### config.mk
export PLATFORM = sky130hd
export DESIGN_NAME = bqc_front
export DESIGN_NICKNAME = d
export VERILOG_FILES = /design/src/rtl/core/billboard_quad_corners_assert.svh /design/src/rtl/core/bqc_pkg.sv /design/src/rtl/core/bqc_front.sv
export SDC_FILE = /design/constraint.sdc
export NUM_CORES = 1
export LEC_CHECK = 0
export ABC_CLOCK_PERIOD_IN_PS = 12900
export BUFFER_PORTS_ARGS = -buffer_cell sky130_fd_sc_hd__clkbuf_2
export CORE_UTILIZATION = 37
export CTS_BUF_LIST = sky130_fd_sc_hd__clkbuf_8
export CTS_CLUSTER_SIZE = 14
export DETAILED_ROUTE_END_ITERATION = 7
export GPL_ROUTABILITY_DRIVEN = 0
export HOLD_SLACK_MARGIN = 0.08
export PLACE_DENSITY = 0.58
export SLEW_MARGIN = 15
export SYNTH_ARGS = -nofsm -noshare
export SYNTH_HDL_FRONTEND = slang
export SYNTH_SLANG_ARGS = --single-unit
### constraint.sdc
create_clock -name clk -period 12.9 [get_ports clk]
set_input_delay 1.935 -clock clk [delete_from_list [all_inputs] [get_ports clk]]
set_output_delay 1.935 -clock clk [all_outputs]
set_load 0.01 [all_outputs]
### src/rtl/core/billboard_quad_corners_assert.svh
// Assertion macros for the billboard quad corner block.
`ifndef BILLBOARD_QUAD_CORNERS_ASSERT_SVH
`define BILLBOARD_QUAD_CORNERS_ASSERT_SVH

// Same-cycle implication, checked on every clock edge outside reset.
`define BQC_ASSERT_NOW(label, ante, cons) \
  label: assert property (@(posedge clk) disable iff (!rst_n) (ante) |-> (cons)) \
    else $error("bqc assertion failed");

// Next-cycle implication, checked on every clock edge outside reset.
`define BQC_ASSERT_NEXT(label, ante, cons) \
  label: assert property (@(posedge clk) disable iff (!rst_n) (ante) |=> (cons)) \
    else $error("bqc assertion failed");

`endif

### src/rtl/core/bqc_pkg.sv
// Shared types and constants for the billboard quad corner block.
package bqc_pkg;

  localparam int COORD_W = 32;
  localparam int MAG_W   = COORD_W - 1;
  localparam int SIZE_W  = 24;
  localparam int RAD_W   = 2 * COORD_W;
  localparam int ROOT_W  = COORD_W;
  localparam int QUO_W   = SIZE_W;
  localparam int NUM_W   = QUO_W + ROOT_W + 1;
  localparam int TERM_W  = SIZE_W + 2;
  localparam int SUM_W   = COORD_W + 2;

  // One request after the facing has been normalized.
  typedef struct packed {
    logic signed [COORD_W-1:0] cx;
    logic signed [COORD_W-1:0] cy;
    logic signed [COORD_W-1:0] cz;
    logic                      nx;
    logic                      ny;
    logic                      nz;
    logic [MAG_W-1:0]          ax;
    logic [MAG_W-1:0]          ay;
    logic [MAG_W-1:0]          az;
    logic [SIZE_W-1:0]         s;
    logic                      axis;
  } item_t;

  // Queue status seen by both sides.
  typedef struct packed {
    logic full;
    logic empty;
  } q_stat_t;

  typedef enum logic [1:0] {F_IDLE, F_NORM, F_PUSH} front_state_t;

  typedef enum logic [2:0] {
    B_IDLE, B_SQ, B_RSTART, B_ROOT, B_MUL, B_DSTART, B_DWAIT, B_EMIT
  } back_state_t;

  typedef enum logic [2:0] {OP_P, OP_Q, OP_V0, OP_V1, OP_V2} div_op_t;

endpackage

### src/rtl/core/bqc_front.sv
// Front end: takes requests, forms facing magnitudes and normalizes them.
module bqc_front (
  input  logic                              clk,
  input  logic                              rst_n,
  input  logic                              start,
  input  logic signed [bqc_pkg::COORD_W-1:0] in_center_x,
  input  logic signed [bqc_pkg::COORD_W-1:0] in_center_y,
  input  logic signed [bqc_pkg::COORD_W-1:0] in_center_z,
  input  logic signed [bqc_pkg::COORD_W-1:0] in_facing_x,
  input  logic signed [bqc_pkg::COORD_W-1:0] in_facing_y,
  input  logic signed [bqc_pkg::COORD_W-1:0] in_facing_z,
  input  logic [bqc_pkg::SIZE_W-1:0]         in_half_size,
  input  logic                              q_full,
  output logic                              busy,
  output logic                              push,
  output bqc_pkg::item_t                    push_item
);

  localparam logic [2:0] LAST_STEP = 3'd4;

  bqc_pkg::front_state_t state_r, state_nxt;
  logic [2:0]                 step_r;
  bqc_pkg::item_t             item_r;
  logic [bqc_pkg::MAG_W-1:0]  mx_r;

  logic [bqc_pkg::COORD_W-1:0] mag_x, mag_y, mag_z, mag_m;
  logic [bqc_pkg::MAG_W-1:0]   sh_x, sh_y, sh_z, sh_m;
  logic                        accept;
  logic                        do_shift;
  logic [4:0]                  amt;

  assign accept = start && (state_r == bqc_pkg::F_IDLE);

  // Magnitudes of the facing; the only value that needs a right shift is 2^31.
  always_comb begin
    mag_x = in_facing_x[bqc_pkg::COORD_W-1] ? (~in_facing_x + 1'b1) : in_facing_x;
    mag_y = in_facing_y[bqc_pkg::COORD_W-1] ? (~in_facing_y + 1'b1) : in_facing_y;
    mag_z = in_facing_z[bqc_pkg::COORD_W-1] ? (~in_facing_z + 1'b1) : in_facing_z;
    mag_m = mag_x;
    if (mag_y > mag_m) begin
      mag_m = mag_y;
    end
    if (mag_z > mag_m) begin
      mag_m = mag_z;
    end
    if (mag_m[bqc_pkg::COORD_W-1]) begin
      sh_x = mag_x[bqc_pkg::COORD_W-1:1];
      sh_y = mag_y[bqc_pkg::COORD_W-1:1];
      sh_z = mag_z[bqc_pkg::COORD_W-1:1];
      sh_m = mag_m[bqc_pkg::COORD_W-1:1];
    end else begin
      sh_x = mag_x[bqc_pkg::MAG_W-1:0];
      sh_y = mag_y[bqc_pkg::MAG_W-1:0];
      sh_z = mag_z[bqc_pkg::MAG_W-1:0];
      sh_m = mag_m[bqc_pkg::MAG_W-1:0];
    end
  end

  // Binary search for the left shift that puts the largest magnitude at bit 30.
  always_comb begin
    case (step_r)
      3'd0: begin
        amt      = 5'd16;
        do_shift = (mx_r[30:15] == '0);
      end
      3'd1: begin
        amt      = 5'd8;
        do_shift = (mx_r[30:23] == '0);
      end
      3'd2: begin
        amt      = 5'd4;
        do_shift = (mx_r[30:27] == '0);
      end
      3'd3: begin
        amt      = 5'd2;
        do_shift = (mx_r[30:29] == '0);
      end
      3'd4: begin
        amt      = 5'd1;
        do_shift = !mx_r[30];
      end
      default: begin
        amt      = 5'd0;
        do_shift = 1'b0;
      end
    endcase
  end

  // Next state.
  always_comb begin
    state_nxt = state_r;
    case (state_r)
      bqc_pkg::F_IDLE: begin
        if (start) begin
          state_nxt = bqc_pkg::F_NORM;
        end
      end
      bqc_pkg::F_NORM: begin
        if (step_r == LAST_STEP) begin
          state_nxt = bqc_pkg::F_PUSH;
        end
      end
      bqc_pkg::F_PUSH: begin
        if (!q_full) begin
          state_nxt = bqc_pkg::F_IDLE;
        end
      end
      default: state_nxt = bqc_pkg::F_IDLE;
    endcase
  end

  // Outputs.
  always_comb begin
    busy = (state_r != bqc_pkg::F_IDLE);
    push = (state_r == bqc_pkg::F_PUSH) && !q_full;
  end

  assign push_item = item_r;

  always_ff @(posedge clk) begin
    if (!rst_n) begin
      state_r <= bqc_pkg::F_IDLE;
      step_r  <= '0;
    end else begin
      state_r <= state_nxt;
      if (accept) begin
        step_r <= '0;
      end else if (state_r == bqc_pkg::F_NORM) begin
        step_r <= step_r + 3'd1;
      end
    end
  end

  // Request payload and normalization shifts.
  always_ff @(posedge clk) begin
    if (accept) begin
      item_r.cx   <= in_center_x;
      item_r.cy   <= in_center_y;
      item_r.cz   <= in_center_z;
      item_r.nx   <= in_facing_x[bqc_pkg::COORD_W-1];
      item_r.ny   <= in_facing_y[bqc_pkg::COORD_W-1];
      item_r.nz   <= in_facing_z[bqc_pkg::COORD_W-1];
      item_r.ax   <= sh_x;
      item_r.ay   <= sh_y;
      item_r.az   <= sh_z;
      item_r.s    <= in_half_size;
      item_r.axis <= (sh_y == '0) && (sh_z == '0);
      mx_r        <= sh_m;
    end else if ((state_r == bqc_pkg::F_NORM) && do_shift) begin
      item_r.ax <= item_r.ax << amt;
      item_r.ay <= item_r.ay << amt;
      item_r.az <= item_r.az << amt;
      mx_r      <= mx_r << amt;
    end
  end

endmodule

==> run_results.csv <==
group,metric,value,unit
synth,syn_avg_cell_area,9.26,µm²
power,finalPower,2.95,mW
detailed_routing,drc_errors,0,
detailed_routing,ant_nets,0,
timing,holdWs,0.558,ns
synth,synth_adder_area_share,4.56,%
global_routing,grt_pass1_wl,121000,µm
floorplan,die_height,231,µm
power,p_int,1.79,mW
power,clockPowerShare,25.5,%
timing,layout_setup_ws,2.29,ns
timing,relSlewSlack,22.8,%
floorplan,initial_core_util,37.7,%
timing,finalClockSkew,0.0545,ns
global_routing,grtUsageTotal,30.2,%
detailed_routing,highest_layer,"met5",
detailed_routing,wl_met3,9790,µm
floorplan,num_rows,83,
finish,finalNetCount,2759,
worst_setup_path,cp_num_cells,28,
synth,synth_ff_type,"edfxtp_1",
clocking,cts.sinks,253,
clocking,htreeDepth,2,
worst_setup_path,path_delay_family,"compound AO/OA/AOI/OAI gates",
detailed_routing,drtPass1Iterations,6,
detailed_routing,drtIter0Drc,2888,
global_routing,grt_pass1_vias,18282,
timing,worstMarginPinSlew,1.15,ns
synth,yosysMostFrequentCell,"nand2_1",
run_status,status,"completed",
worst_setup_path,reg2reg_depth,13,
power,comb_power_share,37.3,%
placed_design,dpl.hpwl,64300,µm
timing,drv_slew,0,
detailed_routing,vias,19939,
floorplan,die_x,231,µm
clocking,clk_pin_slew,0.06,ns
synth,synth.distinct_cells,75,
worst_setup_path,timing.critical_path.slowest_stage_cell,"a21oi_4",
global_routing,grt_max_degree,87,
power,switching_share,39.2,%
hold_path,hold_path.class,"flip-flop to flip-flop",
finish,layout-drive-gt1-share,23.9,%
finish,fin_cells,3179,
worst_setup_path,critPathKind,"input pin to flip-flop",
clocking,ctsRootBufferMaster,"clkbuf_8",
synth,synth_xor_area_share,3.82,%
worst_setup_path,worst-path-buf-inv,3,
synth,synth-async-reset-ratio,0,%
synth,yosysSeqAreaShare,38.7,%
synth,synth_largest_area_cell,"edfxtp_1",
detailed_routing,wire_per_inst,26.6,µm
synth,synth_area_leaders,"edfxtp_1, mux2i_1, nand2_1",
synth,yosys_warnings,0,
synth,synthMuxAreaShare,13.0,%
global_routing,antenna_found_initial,3,
synth,synth_edf_count,248,
synth,synth_top_family_by_area,"compound AO/OA/AOI/OAI gates",
clocking,clk-insertion-delay-late,0.62,ns
timing,min_period,10.61,ns
power,p_switching,1.16,mW
timing,tns,0,ns
synth,synthCells,2104,
clocking,cts_tree,"built",
synth,syn-num-nets,2395,
synth,synth_compound_area_share,18.8,%
floorplan,die_area,53600,µm²
timing,finalHoldViolCount,0,
hold_path,hold_depth,2,
synth,synth-seq-cells,253,
worst_setup_path,crit_arrival,10.95,ns
finish,areaGrowthSynthToFinish,18.5,%
detailed_routing,met2WireLength,37800,µm
timing,fin_crit_sh,82.2,%
run,maxCapViolCount,0,
clocking,ctsResizeCount,0,
placed_design,dp_cells,3100,
clocking,cts.path.max_buffers,3,
detailed_routing,routed_wl,84600,µm
synth,synth_common_cells,"nand2_1, edfxtp_1, mux2i_1",
power,leakage,9.25,nW
power,max-vdd-ir-drop,0.0631,mV
global_routing,grt_overflow,0,
placed_design,port-buffer-count,438,
worst_setup_path,cp-end-kind,"flip-flop",
clocking,hold_buffers,0,
detailed_routing,wl_met1,33200,µm
timing,fmax,94.3,MHz
worst_setup_path,max_stage_delay,0.86,ns
synth,synthesis.area,19500,µm²
detailed_routing,viasPerCell,6.27,
synth,synth_top_area_share,38.2,%
floorplan,io_pins,439,
synth,yosys.area_share.simple,16.6,%
clocking,post_cts_buffers,0,
placed_design,place_ws,2.00,ns
floorplan,design.core.area,51700,µm²
power,p_seq_share,37.2,%
worst_setup_path,required,13.25,ns
worst_setup_path,path_max_fanout,39,
clocking,cts_made_buffers,46,
timing,rsz0062_at_grt,"false",
finish,fillCellCount,5090,
power,power_density,128,nW/µm²
timing,setup-violations-final,0,
worst_setup_path,startpoint_type,"input pin",
through the flow:
stage,cell area (µm²),utilization (%)
floorplan,19500,-
global placement,22200,43.0
detailed placement,22200,43.0
CTS,23100,44.6
global route,23100,44.6
finish,23100,44.6
cells by family (layout without fill, tap and decap cells):
family,count (synthesis),in the layout
simple gates,705,705
flops,253,253
other cells,0,1
compound gates,530,530
fa+ha+maj,71,71
xor+xnor,85,85
buf+inv,221,615
mux,239,239
worst paths after layout:
path / start / endpoint / slack (ns)
max reg2reg: step_r[2]$_SDFFE_PP0N_ / push_item[115]$_DFFE_PP_ / 7.12
min: state_r[1]$_SDFFE_PN0P_ / state_r[1]$_SDFFE_PN0P_ / 0.56
max: in_facing_x[5] / push_item[66]$_DFFE_PP_ / 2.29
min reg2reg: state_r[1]$_SDFFE_PN0P_ / state_r[1]$_SDFFE_PN0P_ / 0.56
worst min-delay path: stages, from the launching register on:
cell,delay [ns]
dfxtp_1,0.35
nand3b_1,0.10
a21oi_1,0.06
state kept, by name, summed over array words and instances, names as in the netlist:
register   count
push_item    217
step_r         3
state_r        2
mx_r          31
layout make-up:
type | count | area (µm²) | share of cell area, %
repair buffers | 473 | 2450 | 10.6
multi-input cells | 1630 | 11100 | 48.1
clock inverters | 29 | 195 | 0.845
diodes | 1 | 2.50 | 0.0108
flip-flops and latches | 253 | 7550 | 32.7
inverters | 64 | 248 | 1.07
clock buffers | 49 | 674 | 2.92
well taps | 680 | 851 | 3.68
layer usage:
| metal | vias up | track usage [%] |
|---|---|---|
| li1 | 8773 | - |
| met1 | 9411 | 40.2 |
| met2 | 1516 | 46.7 |
| met3 | 237 | 6.77 |
| met4 | 2 | 13.3 |
| met5 | - | 0 |
cells in the final DEF (no fill, tap or decap), types with 18 or more instances in the layout:
cell type,instances
mux2i_1,206
a311oi_1,22
inv_1,76
clkbuf_2,438
nor3_1,74
o22ai_1,33
nand2_1,302
xor2_1,40
mux2_2,24
nand3_1,64
o221ai_1,28
a211oi_1,43
buf_4,35
ha_1,71
a31oi_1,65
nor4_1,24
nor2_1,125
o21ai_0,80
xnor2_1,45
a21oi_1,77
o31ai_1,33
or4_1,18
clkbuf_8,49
edfxtp_1,248
nand4_1,20
o211ai_1,34
power by group through the flow:
stage | logic, mW | clock network [mW] | registers (mW)
after CTS | 1.06 | 0.771 | 1.09
after detailed placement | 1.06 | 0 | 1.11
after global routing | 1.16 | 0.799 | 1.10
after floorplan | 0.651 | 0 | 1.10
final | 1.10 | 0.754 | 1.10
after global placement | 1.05 | 0 | 1.11
(Power assumes the default switching activity.)
