--- config.mk ---
export PLATFORM = sky130hd
export DESIGN_NAME = bqc_queue
export DESIGN_NICKNAME = d
export VERILOG_FILES = /design/src/rtl/core/billboard_quad_corners_assert.svh /design/src/rtl/core/bqc_pkg.sv /design/src/rtl/core/bqc_queue.sv
export SDC_FILE = /design/constraint.sdc
export NUM_CORES = 1
export LEC_CHECK = 0
export ABC_AREA = 1
export BUFFER_PORTS_ARGS = -buffer_cell sky130_fd_sc_hd__buf_2
export CAP_MARGIN = 20
export CORE_UTILIZATION = 30
export CTS_CLUSTER_DIAMETER = 80
export DETAILED_ROUTE_END_ITERATION = 7
export HOLD_SLACK_MARGIN = 0.03
export REMOVE_ABC_BUFFERS = 1
export SYNTH_ARGS = -nofsm -noshare
export SYNTH_HDL_FRONTEND = slang
export SYNTH_SLANG_ARGS = --single-unit
export TNS_END_PERCENT = 10
--- constraint.sdc ---
create_clock -name clk -period 15.95 [get_ports clk]
set_input_delay 3.19 -clock clk [delete_from_list [all_inputs] [get_ports clk]]
set_output_delay 3.19 -clock clk [all_outputs]
set_load 0.005 [all_outputs]
--- src/rtl/core/billboard_quad_corners_assert.svh ---
// Assertion macros for the billboard quad corner block.
`ifndef BILLBOARD_QUAD_CORNERS_ASSERT_SVH
`define BILLBOARD_QUAD_CORNERS_ASSERT_SVH

// Same-cycle implication, checked on every clock edge outside reset.
`define BQC_ASSERT_NOW(label, ante, cons) \
  label: assert property (@(posedge clk) disable iff (!rst_n) (ante) |-> (cons)) \
    else $error("bqc assertion failed");

// Next-cycle implication, checked on every clock edge outside reset.
`define BQC_ASSERT_NEXT(label, ante, cons) \
  label: assert property (@(posedge clk) disable iff (!rst_n) (ante) |=> (cons)) \
    else $error("bqc assertion failed");

`endif

--- src/rtl/core/bqc_pkg.sv ---
// Shared types and constants for the billboard quad corner block.
package bqc_pkg;

  localparam int COORD_W = 32;
  localparam int MAG_W   = COORD_W - 1;
  localparam int SIZE_W  = 24;
  localparam int RAD_W   = 2 * COORD_W;
  localparam int ROOT_W  = COORD_W;
  localparam int QUO_W   = SIZE_W;
  localparam int NUM_W   = QUO_W + ROOT_W + 1;
  localparam int TERM_W  = SIZE_W + 2;
  localparam int SUM_W   = COORD_W + 2;

  // One request after the facing has been normalized.
  typedef struct packed {
    logic signed [COORD_W-1:0] cx;
    logic signed [COORD_W-1:0] cy;
    logic signed [COORD_W-1:0] cz;
    logic                      nx;
    logic                      ny;
    logic                      nz;
    logic [MAG_W-1:0]          ax;
    logic [MAG_W-1:0]          ay;
    logic [MAG_W-1:0]          az;
    logic [SIZE_W-1:0]         s;
    logic                      axis;
  } item_t;

  // Queue status seen by both sides.
  typedef struct packed {
    logic full;
    logic empty;
  } q_stat_t;

  typedef enum logic [1:0] {F_IDLE, F_NORM, F_PUSH} front_state_t;

  typedef enum logic [2:0] {
    B_IDLE, B_SQ, B_RSTART, B_ROOT, B_MUL, B_DSTART, B_DWAIT, B_EMIT
  } back_state_t;

  typedef enum logic [2:0] {OP_P, OP_Q, OP_V0, OP_V1, OP_V2} div_op_t;

endpackage

--- src/rtl/core/bqc_queue.sv ---
// Two-entry queue between the front end and the back end.
module bqc_queue (
  input  logic             clk,
  input  logic             rst_n,
  input  logic             push,
  input  bqc_pkg::item_t   push_item,
  input  logic             pop,
  output bqc_pkg::item_t   head,
  output bqc_pkg::q_stat_t stat
);

  bqc_pkg::item_t ent_r [2];
  logic           wr_ptr_r;
  logic           rd_ptr_r;
  logic [1:0]     cnt_r;

  assign head       = ent_r[rd_ptr_r];
  assign stat.full  = (cnt_r == 2'd2);
  assign stat.empty = (cnt_r == 2'd0);

  // Pointers and fill count.
  always_ff @(posedge clk) begin
    if (!rst_n) begin
      wr_ptr_r <= 1'b0;
      rd_ptr_r <= 1'b0;
      cnt_r    <= '0;
    end else begin
      if (push) begin
        wr_ptr_r <= !wr_ptr_r;
      end
      if (pop) begin
        rd_ptr_r <= !rd_ptr_r;
      end
      if (push && !pop) begin
        cnt_r <= cnt_r + 2'd1;
      end else if (pop && !push) begin
        cnt_r <= cnt_r - 2'd1;
      end
    end
  end

  // Entry storage.
  always_ff @(posedge clk) begin
    if (push) begin
      ent_r[wr_ptr_r] <= push_item;
    end
  end

endmodule

==> results.yml, run 1 <==
status:
  status: "completed"
clock_network:
  clk_latency_ns: 0.56
  numCtsBuffers: 47
  cts_tree: "built"
  cts_resized: 0
  cts-root-to-sink-buffers: 3
  post_cts_buffers: 0
  ctsHoldBuffers: 0
  htreeDepth: 2
  cts_sinks: 439
  root_buffer: "clkbuf_16"
  clk_pin_slew_ns: 0.05
placement:
  gp_congestion: 0.771
  io_buffers: 439
  dpl_cell_area_sq_um: 19300
  placed_cells: 1830
  place_ws_ns: 9.69
  dp_hpwl_mm: 22.9
setup_path:
  rr_worst_depth: 3
  worstSetupEndpointType: "primary output"
  worstPathRequired_ns: 12.76
  worstSetupStartpointType: "flop"
  crit_type: "reg -> out"
  crit_fanout: 58
  rr_endpoint: "ent_r[0][24]$_DFFE_PP_"
  r2r_slack_ns: 13.51
  arrival_ns: 3.56
  reg2reg_from: "wr_ptr_r$_SDFFE_PN0P_"
  endpoint: "head[19]"
floorplanning:
  rows: 85
  core_area_sq_um: 53900
  dieArea_sq_um: 55600
  die_h_microns: 236
  start_util_pct: 30.4
  ioPinCount: 440
  die_w_microns: 236
power:
  p_clk_share_pct: 39.0
  power_density_nw_per_um2: 125
  combPwrFrac_pct: 8.8
  switching_share_pct: 21.1
  switchingPower_w: 0.000547
  peakVddDrop_mv: 0.0950
  share_seq_of_total_power_pct: 52.2
  leakage_nw: 8.00
  p_int_w: 0.00205
synthesis:
  ys_seq_area_share_pct: 80.0
  ys_types: 14
  synth_seq_cells: 439
  synth_top_cell_area_share_pct: 79.4
  netlist_area_sq_um: 16400
  synth_largest_area_cell: "edfxtp_1"
  syn_avg_cell_area_sq_um: 23.1
  synthCells: 710
  yosysWarnings: 0
  synth_area_leaders: "edfxtp_1 (79%), mux2_4 (12%), mux2_2 (6.0%)"
global_routing:
  grt_pass1_vias: 8411
  grt_util_all_layers_pct: 11.7
  antenna_found_initial: 3
  overflow: 0
  grt_max_degree: 89
  grt_pass1_wl_mm: 50.1
sta:
  tightest_slew_ns: 0.956
  setup_viol: 0
  finalCriticalPeriod_ns: 6.75
  hold_violations: 0
  finalClockSkew_ns: 0.0166
  layout_setup_ws_ns: 9.20
  finalSetupTns_ns: 0
  min_period_over_period_pct: 42.3
  max_freq_mhz: 148
  slew_viol_final: 0
  timing.slew.headroom_pct: 36.3
  rsz0062_at_grt: "false"
detailed_routing:
  detail-route-antenna-nets: 0
  viasPerCell: 4.21
  drt_iter0_markers: 271
  wl_mm: 33.5
  drt-pass1-iter-count: 4
  post-route-drc-count: 0
  routedWlPerCell_microns: 17.5
  num_vias: 8071
cells_and_area:
  num-nets-final: 1406
  areaGrowthSynthToFinish_pct: 26.7
  drive_gt1_share_pct: 60.2
  finalInstanceArea_sq_um: 20800
  fin_cells: 1915
  final_common_cell: "buf_2"
  layout_common_cells: "buf_2 (439), edfxtp_1 (434), mux2_4 (130)"
  utilization_pct: 38.6
worst_hold_path:
  min_path_type: "reg -> reg"
job:
  max_cap_viol_count: 0
flip-flops by register name, summed over array words and instances, names as in the netlist, named ones only:
name and count:
ent_r 434, wr_ptr_r 1, cnt_r 2, rd_ptr_r 1
cell type report:
cell class	instances	area [sq um]
Tap cell	696	871
Clock inverter	26	175
Multi-Input combinational cell	239	3040
Timing Repair Buffer	449	2280
Sequential cell	439	13100
Antenna cell	1	2.50
Clock buffer	57	1260
Fill cell	4948	33100
Inverter	8	37.5
power by group through the flow:
stage	registers, W	logic, W	clock network, W
2_1_floorplan	0.00140	0.000139	0
3_3_place_gp	0.00138	0.000229	0
3_5_place_dp	0.00138	0.000233	0
4_1_cts	0.00136	0.000234	0.00104
5_1_grt	0.00136	0.000248	0.00109
6_report	0.00135	0.000228	0.00101
worst max-delay path, stage by stage, from the launching register on:
cell	delay, ns
dfxtp_4	0.68
buf_4	0.82
buf_4	0.82
mux2_2	0.43
buf_2	0.13
Yosys cell counts:
library cell / number
buf_6: 16
ha_1: 1
buf_2: 8
a21oi_1: 1
o21ai_0: 1
nand3_1: 1
edfxtp_1: 434
nor2_1: 9
mux2_2: 87
nand2_1: 8
nand4_1: 1
dfxtp_1: 5
inv_1: 8
mux2_4: 130
stage by stage:
stage	hold slack (ns)	total power, W
3_5_place_dp	0.502	0.00161
2_1_floorplan	0.463	0.00154
6_report	0.502	0.00259
4_1_cts	0.514	0.00263
3_3_place_gp	0.480	0.00161
5_1_grt	0.556	0.00269
worst min-delay path by stage:
stage | from | to | slack [ns] | cells past startpoint
final | rd_ptr_r$_SDFFE_PN0P_ | flop | 0.50 | 2
after global routing | rd_ptr_r$_SDFFE_PN0P_ | flop | 0.56 | 2
after CTS | rd_ptr_r$_SDFFE_PN0P_ | flop | 0.51 | 2
after detailed placement | rd_ptr_r$_SDFFE_PN0P_ | rd_ptr_r$_SDFFE_PN0P_ | 0.50 | 2
after global placement | rd_ptr_r$_SDFFE_PN0P_ | rd_ptr_r$_SDFFE_PN0P_ | 0.48 | 2
after floorplan | rd_ptr_r$_SDFFE_PN0P_ | flop | 0.46 | 2
logic make-up after synthesis:
kind of cell             Yosys count  synth area share [%]
adder cells (fa/ha/maj)            1                0.0762
AO/OA/AOI/OAI                      2                0.0609
AND/OR/NAND/NOR                   19                 0.457
multiplexers                     217                  17.9
buffers and inverters             32                  1.52
flip-flops                       439                  80.0
layer usage:
layer	global-route usage (%)	vias to the layer above	part of all wire [%]
li1	-	3773	-
met5	0	-	0.039
met2	20.0	269	50
met1	13.6	3975	39
met4	3.78	2	2.4
met3	4.37	52	8.1
(Power assumes the default switching activity.)
==> run 2: changes to the inputs <==
- clock period: 15.95 -> 6.7 ns (I/O delays scaled with it)
==> results.yml, run 2 (synthesis gave the netlist of run 1 again) <==
job:
  max_cap_viol_count: 0
cells_and_area:
  areaGrowthSynthToFinish_pct: 28.0
  fillers: 4945
  largest_reg_flops: 434
  layout_common_cells: "buf_2 (439), edfxtp_1 (434), mux2_4 (130)"
  num-nets-final: 1404
  drive_gt1_share_pct: 60.7
  final_common_cell: "buf_2"
  reg.largest.list: "ent_r: 434 flops, cnt_r: 2 flops"
  top_register: "ent_r"
floorplanning:
  ioPinCount: 440
  core_area_sq_um: 53900
  die_w_microns: 236
  die_h_microns: 236
  dieArea_sq_um: 55600
  start_util_pct: 30.4
  rows: 85
power:
  share_seq_of_total_power_pct: 50.1
  p_int_w: 0.00508
  power_density_nw_per_um2: 307
  peakVddDrop_mv: 0.189
  switchingPower_w: 0.00136
  leakage_nw: 8.10
  switching_share_pct: 21.1
  combPwrFrac_pct: 8.5
  p_clk_share_pct: 41.5
  total_power_w: 0.00644
setup_path:
  crit_type: "reg -> out"
  worstPathRequired_ns: 5.36
  r2r_slack_ns: 4.46
  arrival_ns: 2.63
  rr_worst_depth: 3
  crit_fanout: 90
  worstSetupEndpointType: "primary output"
  worstSetupStartpointType: "flop"
global_routing:
  grt_pass1_wl_mm: 51.0
  overflow: 0
  grt_util_all_layers_pct: 12.0
  antenna_found_initial: 9
  grt_pass1_vias: 8575
  grt_max_degree: 121
clock_network:
  ctsHoldBuffers: 0
  root_buffer: "clkbuf_16"
  numCtsBuffers: 49
  htreeDepth: 2
  cts_tree: "built"
  cts_resized: 0
  cts-root-to-sink-buffers: 3
  cts_sinks: 439
  clk_pin_slew_ns: 0.06
  post_cts_buffers: 0
  clk_latency_ns: 0.57
sta:
  layout_setup_ws_ns: 2.73
  finalSetupTns_ns: 0
  finalClockSkew_ns: 0.0201
  setup_viol: 0
  rsz0062_at_grt: "false"
  hold_violations: 0
  finalCriticalPeriod_ns: 3.97
  timing.slew.headroom_pct: 37.6
  min_period_over_period_pct: 59.2
  slew_viol_final: 0
  max_freq_mhz: 252
  tightest_slew_ns: 0.935
placement:
  io_buffers: 439
  gp_congestion: 0.740
  dp_hpwl_mm: 22.6
  place_ws_ns: 3.31
detailed_routing:
  detail-route-antenna-nets: 0
  drt-pass1-iter-count: 4
  routedWlPerCell_microns: 18.0
  wl_mm: 34.6
  num_vias: 8181
  viasPerCell: 4.26
  post-route-drc-count: 0
  drt_iter0_markers: 355
status:
  status: "completed"
worst_hold_path:
  min_path_type: "reg -> reg"
  whs_path_depth: 2
==> run 2: cell types whose count changed in the layout (fill, tap and decap cells not counted), sizes merged <==
| cell | before | now |
|---|---|---|
| buf | 449 | 445 |
| inv | 8 | 12 |
| bufinv | 2 | 5 |
| clkbuf | 57 | 60 |
| diode | 1 | 3 |
| clkinv | 22 | 21 |
| clkinvlp | 2 | 1 |
==> run 2: per-layer routing <==
| metal | GRT usage [%] | routed length [microns] | up-vias |
|---|---|---|---|
| met2 | 20.2 | 17100 | 289 |
| li1 | - | - | 3780 |
| met3 | 4.54 | 2860 | 69 |
| met4 | 4.75 | 959 | 12 |
| met1 | 13.8 | 13600 | 4031 |
| met5 | 0 | 80 | - |
==> run 2: final timing paths <==
path	startpoint	to
worst max-delay path	flop	head[65]
worst min-delay path	rd_ptr_r$_SDFFE_PN0P_	rd_ptr_r$_SDFFE_PN0P_
worst max register to register	wr_ptr_r$_SDFFE_PN0P_	ent_r[1][44]$_DFFE_PP_
worst min register to register	rd_ptr_r$_SDFFE_PN0P_	rd_ptr_r$_SDFFE_PN0P_
==> run 2: critical path, cell delays in order (launching register included) <==
cell and delay [ns]:
dfxtp_4 0.81, buf_12 0.53, mux2_2 0.41, buf_2 0.13
==> run 2: cell type report <==
class	instances	area, sq um	share of cell area (%)
multi-input combinational	239	3040	14.5
tap	696	871	4.15
sequential	439	13100	62.5
timing repair buffer	445	2290	10.9
clock inverter	31	298	1.42
inverter	8	37.5	0.179
antenna	3	7.51	0.0357
clock buffer	60	1330	6.33
==> run 2: power groups by stage <==
stage / combinational [W] / clock [W] / sequential [W]
floorplan: 0.000331 / 0 / 0.00334
global placement: 0.000549 / 0 / 0.00328
detailed placement: 0.000557 / 0 / 0.00329
CTS: 0.000560 / 0.00276 / 0.00323
global route: 0.000592 / 0.00286 / 0.00324
finish: 0.000546 / 0.00267 / 0.00323
==> run 2: metrics by stage <==
step | area, sq um | util (%) | std cells | hold slack [ns]
2_1_floorplan | 16200 | - | 686 | 0.463
3_3_place_gp | 19400 | 35.9 | 1827 | 0.480
3_5_place_dp | 19400 | 35.9 | 1827 | 0.494
4_1_cts | 21000 | 38.9 | 1918 | 0.508
5_1_grt | 21000 | 39.0 | 1920 | 0.560
6_report | 21000 | 39.0 | 1921 | 0.500
==> run 3: changes to the inputs <==
- clock period: 6.7 -> 4.1 ns (I/O delays scaled with it)
==> results.yml, run 3 (synthesis gave the netlist of run 1 again) <==
status:
  status: "completed"
global_routing:
  grt_pass1_wl_mm: 50.9
  gr-usage-met2_pct: 20.2
  grt_util_all_layers_pct: 11.9
  grt_use_met3_pct: 4.03
  grt_max_degree: 112
  grt_pass1_vias: 8624
  grt-busiest-layer: "met2"
  overflow: 0
  antenna_found_initial: 8
  use_met1_pct: 13.7
cells_and_area:
  regArea_sq_um: 13100
  multiInputGateArea_sq_um: 3040
  largest_reg_flops: 434
  utilization_pct: 38.8
  top_register: "ent_r"
  layout_common_cells: "buf_2 (439), edfxtp_1 (434), mux2_4 (130)"
  areaGrowthSynthToFinish_pct: 27.6
  reg.largest.list: "ent_r: 434 flops, cnt_r: 2 flops"
  final_common_cell: "buf_2"
  drive_gt1_share_pct: 60.1
  fillers: 4983
  num-nets-final: 1408
  fin_cells: 1919
detailed_routing:
  drt_iter0_markers: 327
  post-route-drc-count: 0
  drt-pass1-iter-count: 4
  detail-route-antenna-nets: 0
  routedWlPerCell_microns: 17.7
  wl_mm: 34.1
  num_vias: 8190
  viasPerCell: 4.27
setup_path:
  crit_fanout: 53
  crit_type: "reg -> out"
  crit_slowest_cell: "dfxtp_4"
  worstSetupEndpointType: "primary output"
  cp_cell_sequence: "buf_12 > mux2_2 > buf_2"
  arrival_ns: 2.35
  worstSetupStartpointType: "flop"
  worstPathRequired_ns: 3.28
  slowest_delay_ns: 0.80
clock_network:
  cts_resized: 0
  cts-root-to-sink-buffers: 3
  clk_latency_ns: 0.55
  htreeDepth: 2
  numCtsBuffers: 47
  cts_tree: "built"
  cts_sinks: 439
  ctsHoldBuffers: 0
  root_buffer: "clkbuf_16"
  post_cts_buffers: 0
  clk_pin_slew_ns: 0.06
sta:
  layout_setup_ws_ns: 0.935
  max_freq_mhz: 316
  finalClockSkew_ns: 0.0153
  slew_viol_final: 0
  hold_ws_ns: 0.443
  setup_viol: 0
  min_period_over_period_pct: 77.2
  finalCriticalPeriod_ns: 3.17
  hold_violations: 0
  timing.slew.headroom_pct: 43.2
  tightest_slew_ns: 0.852
  rsz0062_at_grt: "false"
worst_hold_path:
  min_path_type: "in -> reg"
floorplanning:
  start_util_pct: 30.4
  ioPinCount: 440
  die_w_microns: 236
  dieArea_sq_um: 55600
  rows: 85
  die_h_microns: 236
  core_area_sq_um: 53900
placement:
  gp_congestion: 0.726
  placed_cells: 1833
  dp_hpwl_mm: 22.7
  io_buffers: 439
  place_ws_ns: 1.44
power:
  power_density_nw_per_um2: 490
  peakVddDrop_mv: 0.429
  total_power_w: 0.0103
  leakage_nw: 8.06
job:
  max_cap_viol_count: 0
run 3: cell type report:
type | count | area share, %
Sequential cell | 439 | 62.7
Multi-Input combinational cell | 239 | 14.5
Timing Repair Buffer | 451 | 11.3
Clock buffer | 61 | 6.07
Tap cell | 696 | 4.16
Clock inverter | 24 | 1.04
Inverter | 8 | 0.179
Antenna cell | 1 | 0.0119
run 3: per-layer routing:
layer  share of wire (%)  wire length (microns)
met4                 3.1                   1040
met5                0.17                     59
met2                  50                  17200
met3                 7.7                   2620
met1                  39                  13200
run 3: path summary, 6_finish.rpt:
path / from / to / slack, ns / depth (start not counted)
hold / removal: push_item[38] / ent_r[0][38]$_DFFE_PP_ / 0.44 / 1
setup / recovery: flop / head[65] / 0.93 / 3
hold reg to reg: rd_ptr_r$_SDFFE_PN0P_ / flop / 0.50 / 2
setup reg to reg: wr_ptr_r$_SDFFE_PN0P_ / ent_r[1][118]$_DFFE_PP_ / 2.26 / 3
run 3: power by group:
| part | internal, W | leakage [nW] | switching, W |
|---|---|---|---|
| Clock | 0.00243 | 0.726 | 0.00166 |
| Sequential | 0.00520 | 4.12 | 0.0000665 |
| Combinational | 0.000480 | 3.22 | 0.000423 |
| Total | 0.00811 | 8.06 | 0.00215 |
run 3: worst max-delay path, delay by kind of cell, from the launching register on:
family / cells / cell delay, ns
flops: 1 / 0.80
buf+inv: 2 / 0.50
mux: 1 / 0.38
run 3: stage by stage:
step	cell area (sq um)	TNS [ns]
3_5_place_dp	19500	0
5_1_grt	20900	0
6_report	20900	0
4_1_cts	20900	0
3_3_place_gp	19500	0
2_1_floorplan	16200	-2712.98
