[src/rtl/core/billboard_quad_corners_assert.svh]
// Assertion macros for the billboard quad corner block.
`ifndef BILLBOARD_QUAD_CORNERS_ASSERT_SVH
`define BILLBOARD_QUAD_CORNERS_ASSERT_SVH

// Same-cycle implication, checked on every clock edge outside reset.
`define BQC_ASSERT_NOW(label, ante, cons) \
  label: assert property (@(posedge clk) disable iff (!rst_n) (ante) |-> (cons)) \
    else $error("bqc assertion failed");

// Next-cycle implication, checked on every clock edge outside reset.
`define BQC_ASSERT_NEXT(label, ante, cons) \
  label: assert property (@(posedge clk) disable iff (!rst_n) (ante) |=> (cons)) \
    else $error("bqc assertion failed");

`endif

[src/rtl/core/bqc_pkg.sv]
// Shared types and constants for the billboard quad corner block.
package bqc_pkg;

  localparam int COORD_W = 32;
  localparam int MAG_W   = COORD_W - 1;
  localparam int SIZE_W  = 24;
  localparam int RAD_W   = 2 * COORD_W;
  localparam int ROOT_W  = COORD_W;
  localparam int QUO_W   = SIZE_W;
  localparam int NUM_W   = QUO_W + ROOT_W + 1;
  localparam int TERM_W  = SIZE_W + 2;
  localparam int SUM_W   = COORD_W + 2;

  // One request after the facing has been normalized.
  typedef struct packed {
    logic signed [COORD_W-1:0] cx;
    logic signed [COORD_W-1:0] cy;
    logic signed [COORD_W-1:0] cz;
    logic                      nx;
    logic                      ny;
    logic                      nz;
    logic [MAG_W-1:0]          ax;
    logic [MAG_W-1:0]          ay;
    logic [MAG_W-1:0]          az;
    logic [SIZE_W-1:0]         s;
    logic                      axis;
  } item_t;

  // Queue status seen by both sides.
  typedef struct packed {
    logic full;
    logic empty;
  } q_stat_t;

  typedef enum logic [1:0] {F_IDLE, F_NORM, F_PUSH} front_state_t;

  typedef enum logic [2:0] {
    B_IDLE, B_SQ, B_RSTART, B_ROOT, B_MUL, B_DSTART, B_DWAIT, B_EMIT
  } back_state_t;

  typedef enum logic [2:0] {OP_P, OP_Q, OP_V0, OP_V1, OP_V2} div_op_t;

endpackage

[src/rtl/core/bqc_isqrt.sv]
// Integer square root, one result bit per cycle.
module bqc_isqrt (
  input  logic                        clk,
  input  logic                        rst_n,
  input  logic                        start,
  input  logic [bqc_pkg::RAD_W-1:0]   rad,
  output logic                        busy,
  output logic [bqc_pkg::ROOT_W-1:0]  root
);

  logic                        busy_r;
  logic [4:0]                  cnt_r;
  logic [bqc_pkg::RAD_W-1:0]   rad_r;
  logic [33:0]                 rem_r;
  logic [bqc_pkg::ROOT_W-1:0]  root_r;

  logic [35:0] rem_sh;
  logic [35:0] trial;
  logic        fits;

  assign busy = busy_r;
  assign root = root_r;

  // Bring down the next two radicand bits and try the next root bit.
  always_comb begin
    rem_sh = {rem_r, rad_r[bqc_pkg::RAD_W-1 -: 2]};
    trial  = {2'b00, root_r, 2'b01};
    fits   = (rem_sh >= trial);
  end

  always_ff @(posedge clk) begin
    if (!rst_n) begin
      busy_r <= 1'b0;
      cnt_r  <= '0;
    end else if (start) begin
      busy_r <= 1'b1;
      cnt_r  <= '0;
    end else if (busy_r) begin
      cnt_r <= cnt_r + 5'd1;
      if (cnt_r == 5'd31) begin
        busy_r <= 1'b0;
      end
    end
  end

  always_ff @(posedge clk) begin
    if (start) begin
      rad_r  <= rad;
      rem_r  <= '0;
      root_r <= '0;
    end else if (busy_r) begin
      rad_r <= rad_r << 2;
      if (fits) begin
        rem_r  <= 34'(rem_sh - trial);
        root_r <= {root_r[bqc_pkg::ROOT_W-2:0], 1'b1};
      end else begin
        rem_r  <= rem_sh[33:0];
        root_r <= {root_r[bqc_pkg::ROOT_W-2:0], 1'b0};
      end
    end
  end

endmodule

[src/rtl/core/bqc_div.sv]
// Restoring divider, one quotient bit per cycle; the quotient is known to fit 24 bits.
module bqc_div (
  input  logic                        clk,
  input  logic                        rst_n,
  input  logic                        start,
  input  logic [bqc_pkg::NUM_W-1:0]   num,
  input  logic [bqc_pkg::ROOT_W-1:0]  den,
  output logic                        busy,
  output logic [bqc_pkg::QUO_W-1:0]   quo
);

  logic                        busy_r;
  logic [4:0]                  cnt_r;
  logic [bqc_pkg::ROOT_W-1:0]  rem_r;
  logic [bqc_pkg::ROOT_W-1:0]  den_r;
  logic [bqc_pkg::QUO_W-1:0]   nq_r;

  logic [bqc_pkg::ROOT_W:0] rem_sh;
  logic                     fits;

  assign busy = busy_r;
  assign quo  = nq_r;

  // Low numerator bits shift out as quotient bits shift in.
  always_comb begin
    rem_sh = {rem_r, nq_r[bqc_pkg::QUO_W-1]};
    fits   = (rem_sh >= {1'b0, den_r});
  end

  always_ff @(posedge clk) begin
    if (!rst_n) begin
      busy_r <= 1'b0;
      cnt_r  <= '0;
    end else if (start) begin
      busy_r <= 1'b1;
      cnt_r  <= '0;
    end else if (busy_r) begin
      cnt_r <= cnt_r + 5'd1;
      if (cnt_r == 5'(bqc_pkg::QUO_W - 1)) begin
        busy_r <= 1'b0;
      end
    end
  end

  always_ff @(posedge clk) begin
    if (start) begin
      rem_r <= num[bqc_pkg::NUM_W-2:bqc_pkg::QUO_W];
      nq_r  <= num[bqc_pkg::QUO_W-1:0];
      den_r <= den;
    end else if (busy_r) begin
      if (fits) begin
        rem_r <= bqc_pkg::ROOT_W'(rem_sh - {1'b0, den_r});
      end else begin
        rem_r <= rem_sh[bqc_pkg::ROOT_W-1:0];
      end
      nq_r <= {nq_r[bqc_pkg::QUO_W-2:0], fits};
    end
  end

endmodule

[src/rtl/core/bqc_back.sv]
// Back end: edge vector math with shared multiplier, roots and divider, then corner output.
module bqc_back (
  input  logic                               clk,
  input  logic                               rst_n,
  input  bqc_pkg::q_stat_t                   q_stat,
  input  bqc_pkg::item_t                     head,
  output logic                               pop,
  output logic                               out_valid,
  output logic signed [bqc_pkg::COORD_W-1:0] out_corner_x,
  output logic signed [bqc_pkg::COORD_W-1:0] out_corner_y,
  output logic signed [bqc_pkg::COORD_W-1:0] out_corner_z,
  output logic [1:0]                         out_corner_index,
  output logic                               out_last_corner,
  output logic                               out_saturated
);

  localparam logic signed [bqc_pkg::SUM_W-1:0] CMAX =
    bqc_pkg::SUM_W'((64'sd1 <<< (bqc_pkg::COORD_W - 1)) - 64'sd1);
  localparam logic signed [bqc_pkg::SUM_W-1:0] CMIN = -CMAX - 1;

  bqc_pkg::back_state_t state_r, state_nxt;
  bqc_pkg::div_op_t     op_r;
  logic [1:0]           cnt_r;
  bqc_pkg::item_t       it_r;
  logic [63:0]          prod_r;
  logic [62:0]          m2_r;
  logic [63:0]          d2_r;
  logic [bqc_pkg::QUO_W-1:0] p_r, q_r, v0_r, v1_r, v2_r;

  logic                               out_valid_r;
  logic signed [bqc_pkg::COORD_W-1:0] cx_r, cy_r, cz_r;
  logic [1:0]                         idx_r;
  logic                               last_r;
  logic                               sat_r;

  logic [31:0] mul_a, mul_b;
  logic        root_start;
  logic        rm_busy, rd_busy;
  logic [bqc_pkg::ROOT_W-1:0] root_m, root_d;
  logic        div_start;
  logic        div_busy;
  logic [bqc_pkg::QUO_W-1:0] div_quo;
  logic [bqc_pkg::ROOT_W-1:0] den;
  logic [bqc_pkg::NUM_W-1:0]  num;

  logic signed [bqc_pkg::TERM_W-1:0] uy, uz, vx, vy, vz;
  logic signed [bqc_pkg::TERM_W-1:0] tux, tuy, tuz, tvx, tvy, tvz;
  logic signed [bqc_pkg::SUM_W-1:0]  sx, sy, sz;
  logic                              su_pos, sv_pos;
  logic signed [bqc_pkg::COORD_W-1:0] kx, ky, kz;
  logic                              ox, oy, oz;

  // Saturate a full-width sum to the coordinate range.
  function automatic logic signed [bqc_pkg::COORD_W:0] clamp(
    input logic signed [bqc_pkg::SUM_W-1:0] v
  );
    logic signed [bqc_pkg::COORD_W-1:0] r;
    logic                               o;
    begin
      o = 1'b0;
      r = v[bqc_pkg::COORD_W-1:0];
      if (v > CMAX) begin
        r = CMAX[bqc_pkg::COORD_W-1:0];
        o = 1'b1;
      end else if (v < CMIN) begin
        r = CMIN[bqc_pkg::COORD_W-1:0];
        o = 1'b1;
      end
      clamp = {o, r};
    end
  endfunction

  bqc_isqrt u_root_m (
    .clk   (clk),
    .rst_n (rst_n),
    .start (root_start),
    .rad   ({1'b0, m2_r}),
    .busy  (rm_busy),
    .root  (root_m)
  );

  bqc_isqrt u_root_d (
    .clk   (clk),
    .rst_n (rst_n),
    .start (root_start),
    .rad   (d2_r),
    .busy  (rd_busy),
    .root  (root_d)
  );

  bqc_div u_div (
    .clk   (clk),
    .rst_n (rst_n),
    .start (div_start),
    .num   (num),
    .den   (den),
    .busy  (div_busy),
    .quo   (div_quo)
  );

  // Shared multiplier operand selection.
  always_comb begin
    mul_a = '0;
    mul_b = '0;
    if (state_r == bqc_pkg::B_SQ) begin
      case (cnt_r)
        2'd0: begin
          mul_a = {1'b0, it_r.ay};
          mul_b = {1'b0, it_r.ay};
        end
        2'd1: begin
          mul_a = {1'b0, it_r.az};
          mul_b = {1'b0, it_r.az};
        end
        2'd2: begin
          mul_a = {1'b0, it_r.ax};
          mul_b = {1'b0, it_r.ax};
        end
        default: begin
          mul_a = '0;
          mul_b = '0;
        end
      endcase
    end else begin
      case (op_r)
        bqc_pkg::OP_P: begin
          mul_a = 32'(it_r.s);
          mul_b = {1'b0, it_r.az};
        end
        bqc_pkg::OP_Q: begin
          mul_a = 32'(it_r.s);
          mul_b = {1'b0, it_r.ay};
        end
        bqc_pkg::OP_V0: begin
          mul_a = 32'(it_r.s);
          mul_b = root_m;
        end
        bqc_pkg::OP_V1: begin
          mul_a = 32'(q_r);
          mul_b = {1'b0, it_r.ax};
        end
        bqc_pkg::OP_V2: begin
          mul_a = 32'(p_r);
          mul_b = {1'b0, it_r.ax};
        end
        default: begin
          mul_a = '0;
          mul_b = '0;
        end
      endcase
    end
  end

  // Rounded division: add half the divisor to the product.
  always_comb begin
    if ((op_r == bqc_pkg::OP_P) || (op_r == bqc_pkg::OP_Q)) begin
      den = root_m;
    end else begin
      den = root_d;
    end
    num = {1'b0, prod_r[bqc_pkg::NUM_W-2:0]} + bqc_pkg::NUM_W'(den >> 1);
  end

  // Next state.
  always_comb begin
    state_nxt = state_r;
    case (state_r)
      bqc_pkg::B_IDLE: begin
        if (!q_stat.empty) begin
          state_nxt = head.axis ? bqc_pkg::B_EMIT : bqc_pkg::B_SQ;
        end
      end
      bqc_pkg::B_SQ: begin
        if (cnt_r == 2'd3) begin
          state_nxt = bqc_pkg::B_RSTART;
        end
      end
      bqc_pkg::B_RSTART: state_nxt = bqc_pkg::B_ROOT;
      bqc_pkg::B_ROOT: begin
        if (!rm_busy && !rd_busy) begin
          state_nxt = bqc_pkg::B_MUL;
        end
      end
      bqc_pkg::B_MUL:    state_nxt = bqc_pkg::B_DSTART;
      bqc_pkg::B_DSTART: state_nxt = bqc_pkg::B_DWAIT;
      bqc_pkg::B_DWAIT: begin
        if (!div_busy) begin
          state_nxt = (op_r == bqc_pkg::OP_V2) ? bqc_pkg::B_EMIT : bqc_pkg::B_MUL;
        end
      end
      bqc_pkg::B_EMIT: begin
        if (cnt_r == 2'd3) begin
          state_nxt = bqc_pkg::B_IDLE;
        end
      end
      default: state_nxt = bqc_pkg::B_IDLE;
    endcase
  end

  // Control outputs.
  always_comb begin
    pop        = (state_r == bqc_pkg::B_IDLE) && !q_stat.empty;
    root_start = (state_r == bqc_pkg::B_RSTART);
    div_start  = (state_r == bqc_pkg::B_DSTART);
  end

  // Signed edge components.
  always_comb begin
    if (it_r.axis) begin
      uy = bqc_pkg::TERM_W'(it_r.s);
      uz = '0;
      vx = '0;
      vy = '0;
      vz = bqc_pkg::TERM_W'(it_r.s);
    end else begin
      uy = it_r.nz ? -bqc_pkg::TERM_W'(p_r) : bqc_pkg::TERM_W'(p_r);
      uz = it_r.ny ? bqc_pkg::TERM_W'(q_r) : -bqc_pkg::TERM_W'(q_r);
      vx = bqc_pkg::TERM_W'(v0_r);
      vy = (it_r.nx == it_r.ny) ? -bqc_pkg::TERM_W'(v1_r) : bqc_pkg::TERM_W'(v1_r);
      vz = (it_r.nx == it_r.nz) ? -bqc_pkg::TERM_W'(v2_r) : bqc_pkg::TERM_W'(v2_r);
    end
  end

  // Corner sums for the corner now being sent.
  always_comb begin
    su_pos = cnt_r[1];
    sv_pos = cnt_r[0] ^ cnt_r[1];
    tux = '0;
    tuy = su_pos ? uy : -uy;
    tuz = su_pos ? uz : -uz;
    tvx = sv_pos ? vx : -vx;
    tvy = sv_pos ? vy : -vy;
    tvz = sv_pos ? vz : -vz;
    sx = bqc_pkg::SUM_W'(it_r.cx) + bqc_pkg::SUM_W'(tux) + bqc_pkg::SUM_W'(tvx);
    sy = bqc_pkg::SUM_W'(it_r.cy) + bqc_pkg::SUM_W'(tuy) + bqc_pkg::SUM_W'(tvy);
    sz = bqc_pkg::SUM_W'(it_r.cz) + bqc_pkg::SUM_W'(tuz) + bqc_pkg::SUM_W'(tvz);
    {ox, kx} = clamp(sx);
    {oy, ky} = clamp(sy);
    {oz, kz} = clamp(sz);
  end

  // Control registers; the step count wraps from three to zero on its own.
  always_ff @(posedge clk) begin
    if (!rst_n) begin
      state_r     <= bqc_pkg::B_IDLE;
      cnt_r       <= '0;
      op_r        <= bqc_pkg::OP_P;
      out_valid_r <= 1'b0;
    end else begin
      state_r     <= state_nxt;
      out_valid_r <= (state_r == bqc_pkg::B_EMIT);
      if (pop) begin
        cnt_r <= '0;
        op_r  <= bqc_pkg::OP_P;
      end else if ((state_r == bqc_pkg::B_SQ) || (state_r == bqc_pkg::B_EMIT)) begin
        cnt_r <= cnt_r + 2'd1;
      end
      if ((state_r == bqc_pkg::B_DWAIT) && !div_busy) begin
        case (op_r)
          bqc_pkg::OP_P:  op_r <= bqc_pkg::OP_Q;
          bqc_pkg::OP_Q:  op_r <= bqc_pkg::OP_V0;
          bqc_pkg::OP_V0: op_r <= bqc_pkg::OP_V1;
          bqc_pkg::OP_V1: op_r <= bqc_pkg::OP_V2;
          default:        op_r <= bqc_pkg::OP_P;
        endcase
      end
    end
  end

  // Datapath registers.
  always_ff @(posedge clk) begin
    prod_r <= mul_a * mul_b;
    if (pop) begin
      it_r <= head;
    end
    if (state_r == bqc_pkg::B_SQ) begin
      case (cnt_r)
        2'd1:    m2_r <= 63'(prod_r);
        2'd2:    m2_r <= m2_r + 63'(prod_r);
        2'd3:    d2_r <= 64'(m2_r) + prod_r;
        default: m2_r <= m2_r;
      endcase
    end
    if ((state_r == bqc_pkg::B_DWAIT) && !div_busy) begin
      case (op_r)
        bqc_pkg::OP_P:  p_r  <= div_quo;
        bqc_pkg::OP_Q:  q_r  <= div_quo;
        bqc_pkg::OP_V0: v0_r <= div_quo;
        bqc_pkg::OP_V1: v1_r <= div_quo;
        default:        v2_r <= div_quo;
      endcase
    end
    if (state_r == bqc_pkg::B_EMIT) begin
      cx_r   <= kx;
      cy_r   <= ky;
      cz_r   <= kz;
      idx_r  <= cnt_r;
      last_r <= (cnt_r == 2'd3);
      sat_r  <= ox | oy | oz;
    end
  end

  assign out_valid        = out_valid_r;
  assign out_corner_x     = cx_r;
  assign out_corner_y     = cy_r;
  assign out_corner_z     = cz_r;
  assign out_corner_index = idx_r;
  assign out_last_corner  = last_r;
  assign out_saturated    = sat_r;

endmodule

[config.mk]
export PLATFORM = sky130hd
export DESIGN_NAME = bqc_back
export DESIGN_NICKNAME = d
export VERILOG_FILES = /design/src/rtl/core/billboard_quad_corners_assert.svh /design/src/rtl/core/bqc_pkg.sv /design/src/rtl/core/bqc_isqrt.sv /design/src/rtl/core/bqc_div.sv /design/src/rtl/core/bqc_back.sv
export SDC_FILE = /design/constraint.sdc
export NUM_CORES = 2
export LEC_CHECK = 0
export ABC_AREA = 1
export BUFFER_PORTS_ARGS = -buffer_cell sky130_fd_sc_hd__buf_2
export CORE_MARGIN = 1
export CORE_UTILIZATION = 65
export DETAILED_ROUTE_END_ITERATION = 12
export HOLD_SLACK_MARGIN = 0.05
export PLACE_DENSITY = 0.8
export SYNTH_ARGS = -nofsm -noshare
export SYNTH_HDL_FRONTEND = slang
export SYNTH_SLANG_ARGS = --single-unit
[constraint.sdc]
create_clock -name clk -period 20.7 [get_ports clk]
set_clock_uncertainty 0.15 [all_clocks]
set_input_delay 5.175 -clock clk [delete_from_list [all_inputs] [get_ports clk]]
set_output_delay 5.175 -clock clk [all_outputs]
set_load 0.05 [all_outputs]
==> qor.csv <==
metric,value,unit
status,"finished, violations left",
failed_checks,DRC,
synthFlopType,edfxtp_1,
grt_pass1_vias,85145,
grt_usage,0.454,
design.core.area,148000,µm²
ctsHtreeMaxLevel,3,
hold_violations,0,
synth_area,96600,µm²
grt_start_max_net_pins,80,
max_stage_delay,0.73,ns
worst_slew_pin_slew,1.38,ns
synthTopCellsByArea,"edfxtp_1 (24%), fa_1 (19%), nand2_1 (11%), inv_1 (8.6%), ha_1 (7.5%)",
rsz0062_at_grt,no,
synthDistinctLibCells,71,
synth.largest_area_cell,edfxtp_1,
clk_pin_slew,0.06,ns
async_flop_share,0,
required,21.17,ns
fin_crit,12.16,ns
drc,2,
final_cell_mix,"nand2_1 (2934), inv_1 (2202), nor2_1 (1263)",
cts_max_path_buffers,3,
syn_inst,12092,
cts_buffers,106,
drt_pass1_iterations,12,
wl_per_cell,23.9,µm
layout_commonest_cell,nand2_1,
clock_latency,0.76,ns
cp_max_fo,64,
nets,14025,
clock-sinks,1003,
cts_resized,0,
rows,141,
critPathLaunchType,flop,
timing.final.crit_share,0.587,
port-buffer-count,321,
timing.slew.headroom,0.0752,
vias,86668,
drv_slew,0,
grt_pass1_wl,512,mm
max_freq,82.2,MHz
crit_arrival,12.63,ns
antenna_found_initial,25,
cap_violations,0,
start_util,0.654,
cp-end-kind,flop,
viasPerCell,6.05,
fin_util,0.704,
die_x,388,µm
post_cts_buffers,0,
drive_gt1_frac,0.0624,
yosys_warnings,0,
cts_tree,done,
die_area,150000,µm²
place_hpwl,270,mm
avgSynthCellArea,7.99,µm²
place_congestion,1.09,
wirelength,343,mm
ant_nets,0,
yosys.area.top_type_share,0.242,
hold_class,flop to flop,
crit_path_top_delay_cell,fa_1,
critPathMostFrequentCell,fa_1,
hold_buffers,0,
critical_path_class,flop to flop,
areaGrowthSynthToFinish,7.58,%
finalSetupViolations,0,
totalNegativeSetupSlack,0,ns
grt_overflow,0,
drt_iter0_drc,10779,
yosysSeqAreaShare,0.288,
rrSetupSlack,8.54,ns
clockRootBuffer,clkbuf_16,
pin_count,323,
ys_seq_elements,1003,
synth-edff-count,779,
die_h,388,µm
-- sequential cells by signal (all words and copies together), names as in the netlist, 34 cells and up --
signal	count
d2_r	64
m2_r	63
u_root_d.rad_r	64
u_root_m.rad_r	64
it_r	217
u_root_d.rem_r	34
u_root_m.rem_r	34
prod_r	64
-- stage by stage --
step	instances	hold slack, ns	setup WS (ns)	instance area, µm²
detailed placement	14113	0.295	9.11	100000
CTS	14311	0.315	9.10	104000
global route	14320	0.353	8.57	104000
global placement	14113	0.279	9.12	100000
finish	14325	0.315	8.54	104000
floorplan	12098	0.269	0.649	96700
-- kinds of logic after synthesis --
| group | count (synthesis) | share of synthesized area |
|---|---|---|
| AOI/OAI and AO/OA | 1537 | 0.0917 |
| xor gates and xnor gates | 414 | 0.0378 |
| adders and majority gates | 1513 | 0.269 |
| buffers and inverters | 2616 | 0.104 |
| DFF | 1003 | 0.288 |
| other | 2 | 0.0000777 |
| and+or+nand+nor | 5007 | 0.209 |
-- path summary, 6_finish.rpt --
check / from / endpoint / cells after the start
worst min register to register: u_root_m.rem_r[33]$_SDFFE_PP0P_ / u_root_m.rem_r[33]$_SDFFE_PP0P_ / 2
worst max-delay path: cnt_r[1]$_SDFFE_PP0P_ / prod_r[46]$_DFF_P_ / 33
worst min-delay path: u_root_m.rem_r[33]$_SDFFE_PP0P_ / u_root_m.rem_r[33]$_SDFFE_PP0P_ / 2
worst max register to register: cnt_r[1]$_SDFFE_PP0P_ / prod_r[46]$_DFF_P_ / 33
-- layer usage --
layer  GRT usage  wire length (µm)
met5     0.00574               270
met4       0.260             24200
met3       0.152             49200
met2       0.661            143000
met1       0.593            126000
-- critical path, delay by kind of cell, from the launching register on --
kind                     cells  cell delay, ns
AO/OA/AOI/OAI                5            1.67
XOR/XNOR                     1            0.33
adder cells (fa/ha/maj)     10            5.20
buffers and inverters       11            2.95
flip-flops                   1            0.33
AND/OR/NAND/NOR              6            1.23
-- synth_stat cells (27+ instances only) --
library cell / instances
inv_2: 43
a221oi_1: 39
nand2_1: 2938
buf_1: 27
inv_1: 2206
o21ai_0: 478
ha_1: 576
nor2_1: 1279
xor2_1: 259
nand4_1: 93
nor3_1: 78
nor4_1: 29
nand3_1: 485
buf_2: 145
dfxtp_1: 224
edfxtp_1: 779
xnor2_1: 153
a31oi_1: 60
o21bai_1: 38
nand3b_1: 27
a21oi_1: 538
fa_1: 937
o22ai_1: 40
a21o_1: 45
a22oi_1: 65
o21ai_1: 62
clkbuf_1: 170
o211ai_1: 41
o21a_1: 27
-- layout make-up --
class / instances / area, µm²
well taps: 1930 / 2410
multi-input cells: 8479 / 58900
inverters: 2264 / 8500
flip-flops and latches: 1003 / 27900
clock buffers: 130 / 2910
diodes: 14 / 35.0
repair buffers: 437 / 2480
clock inverters: 68 / 880
fillers: 11732 / 43700
Power is left out: the tool's default activity adds up to more than one toggle a clock period on the data nets, which glitch-free logic cannot reach.
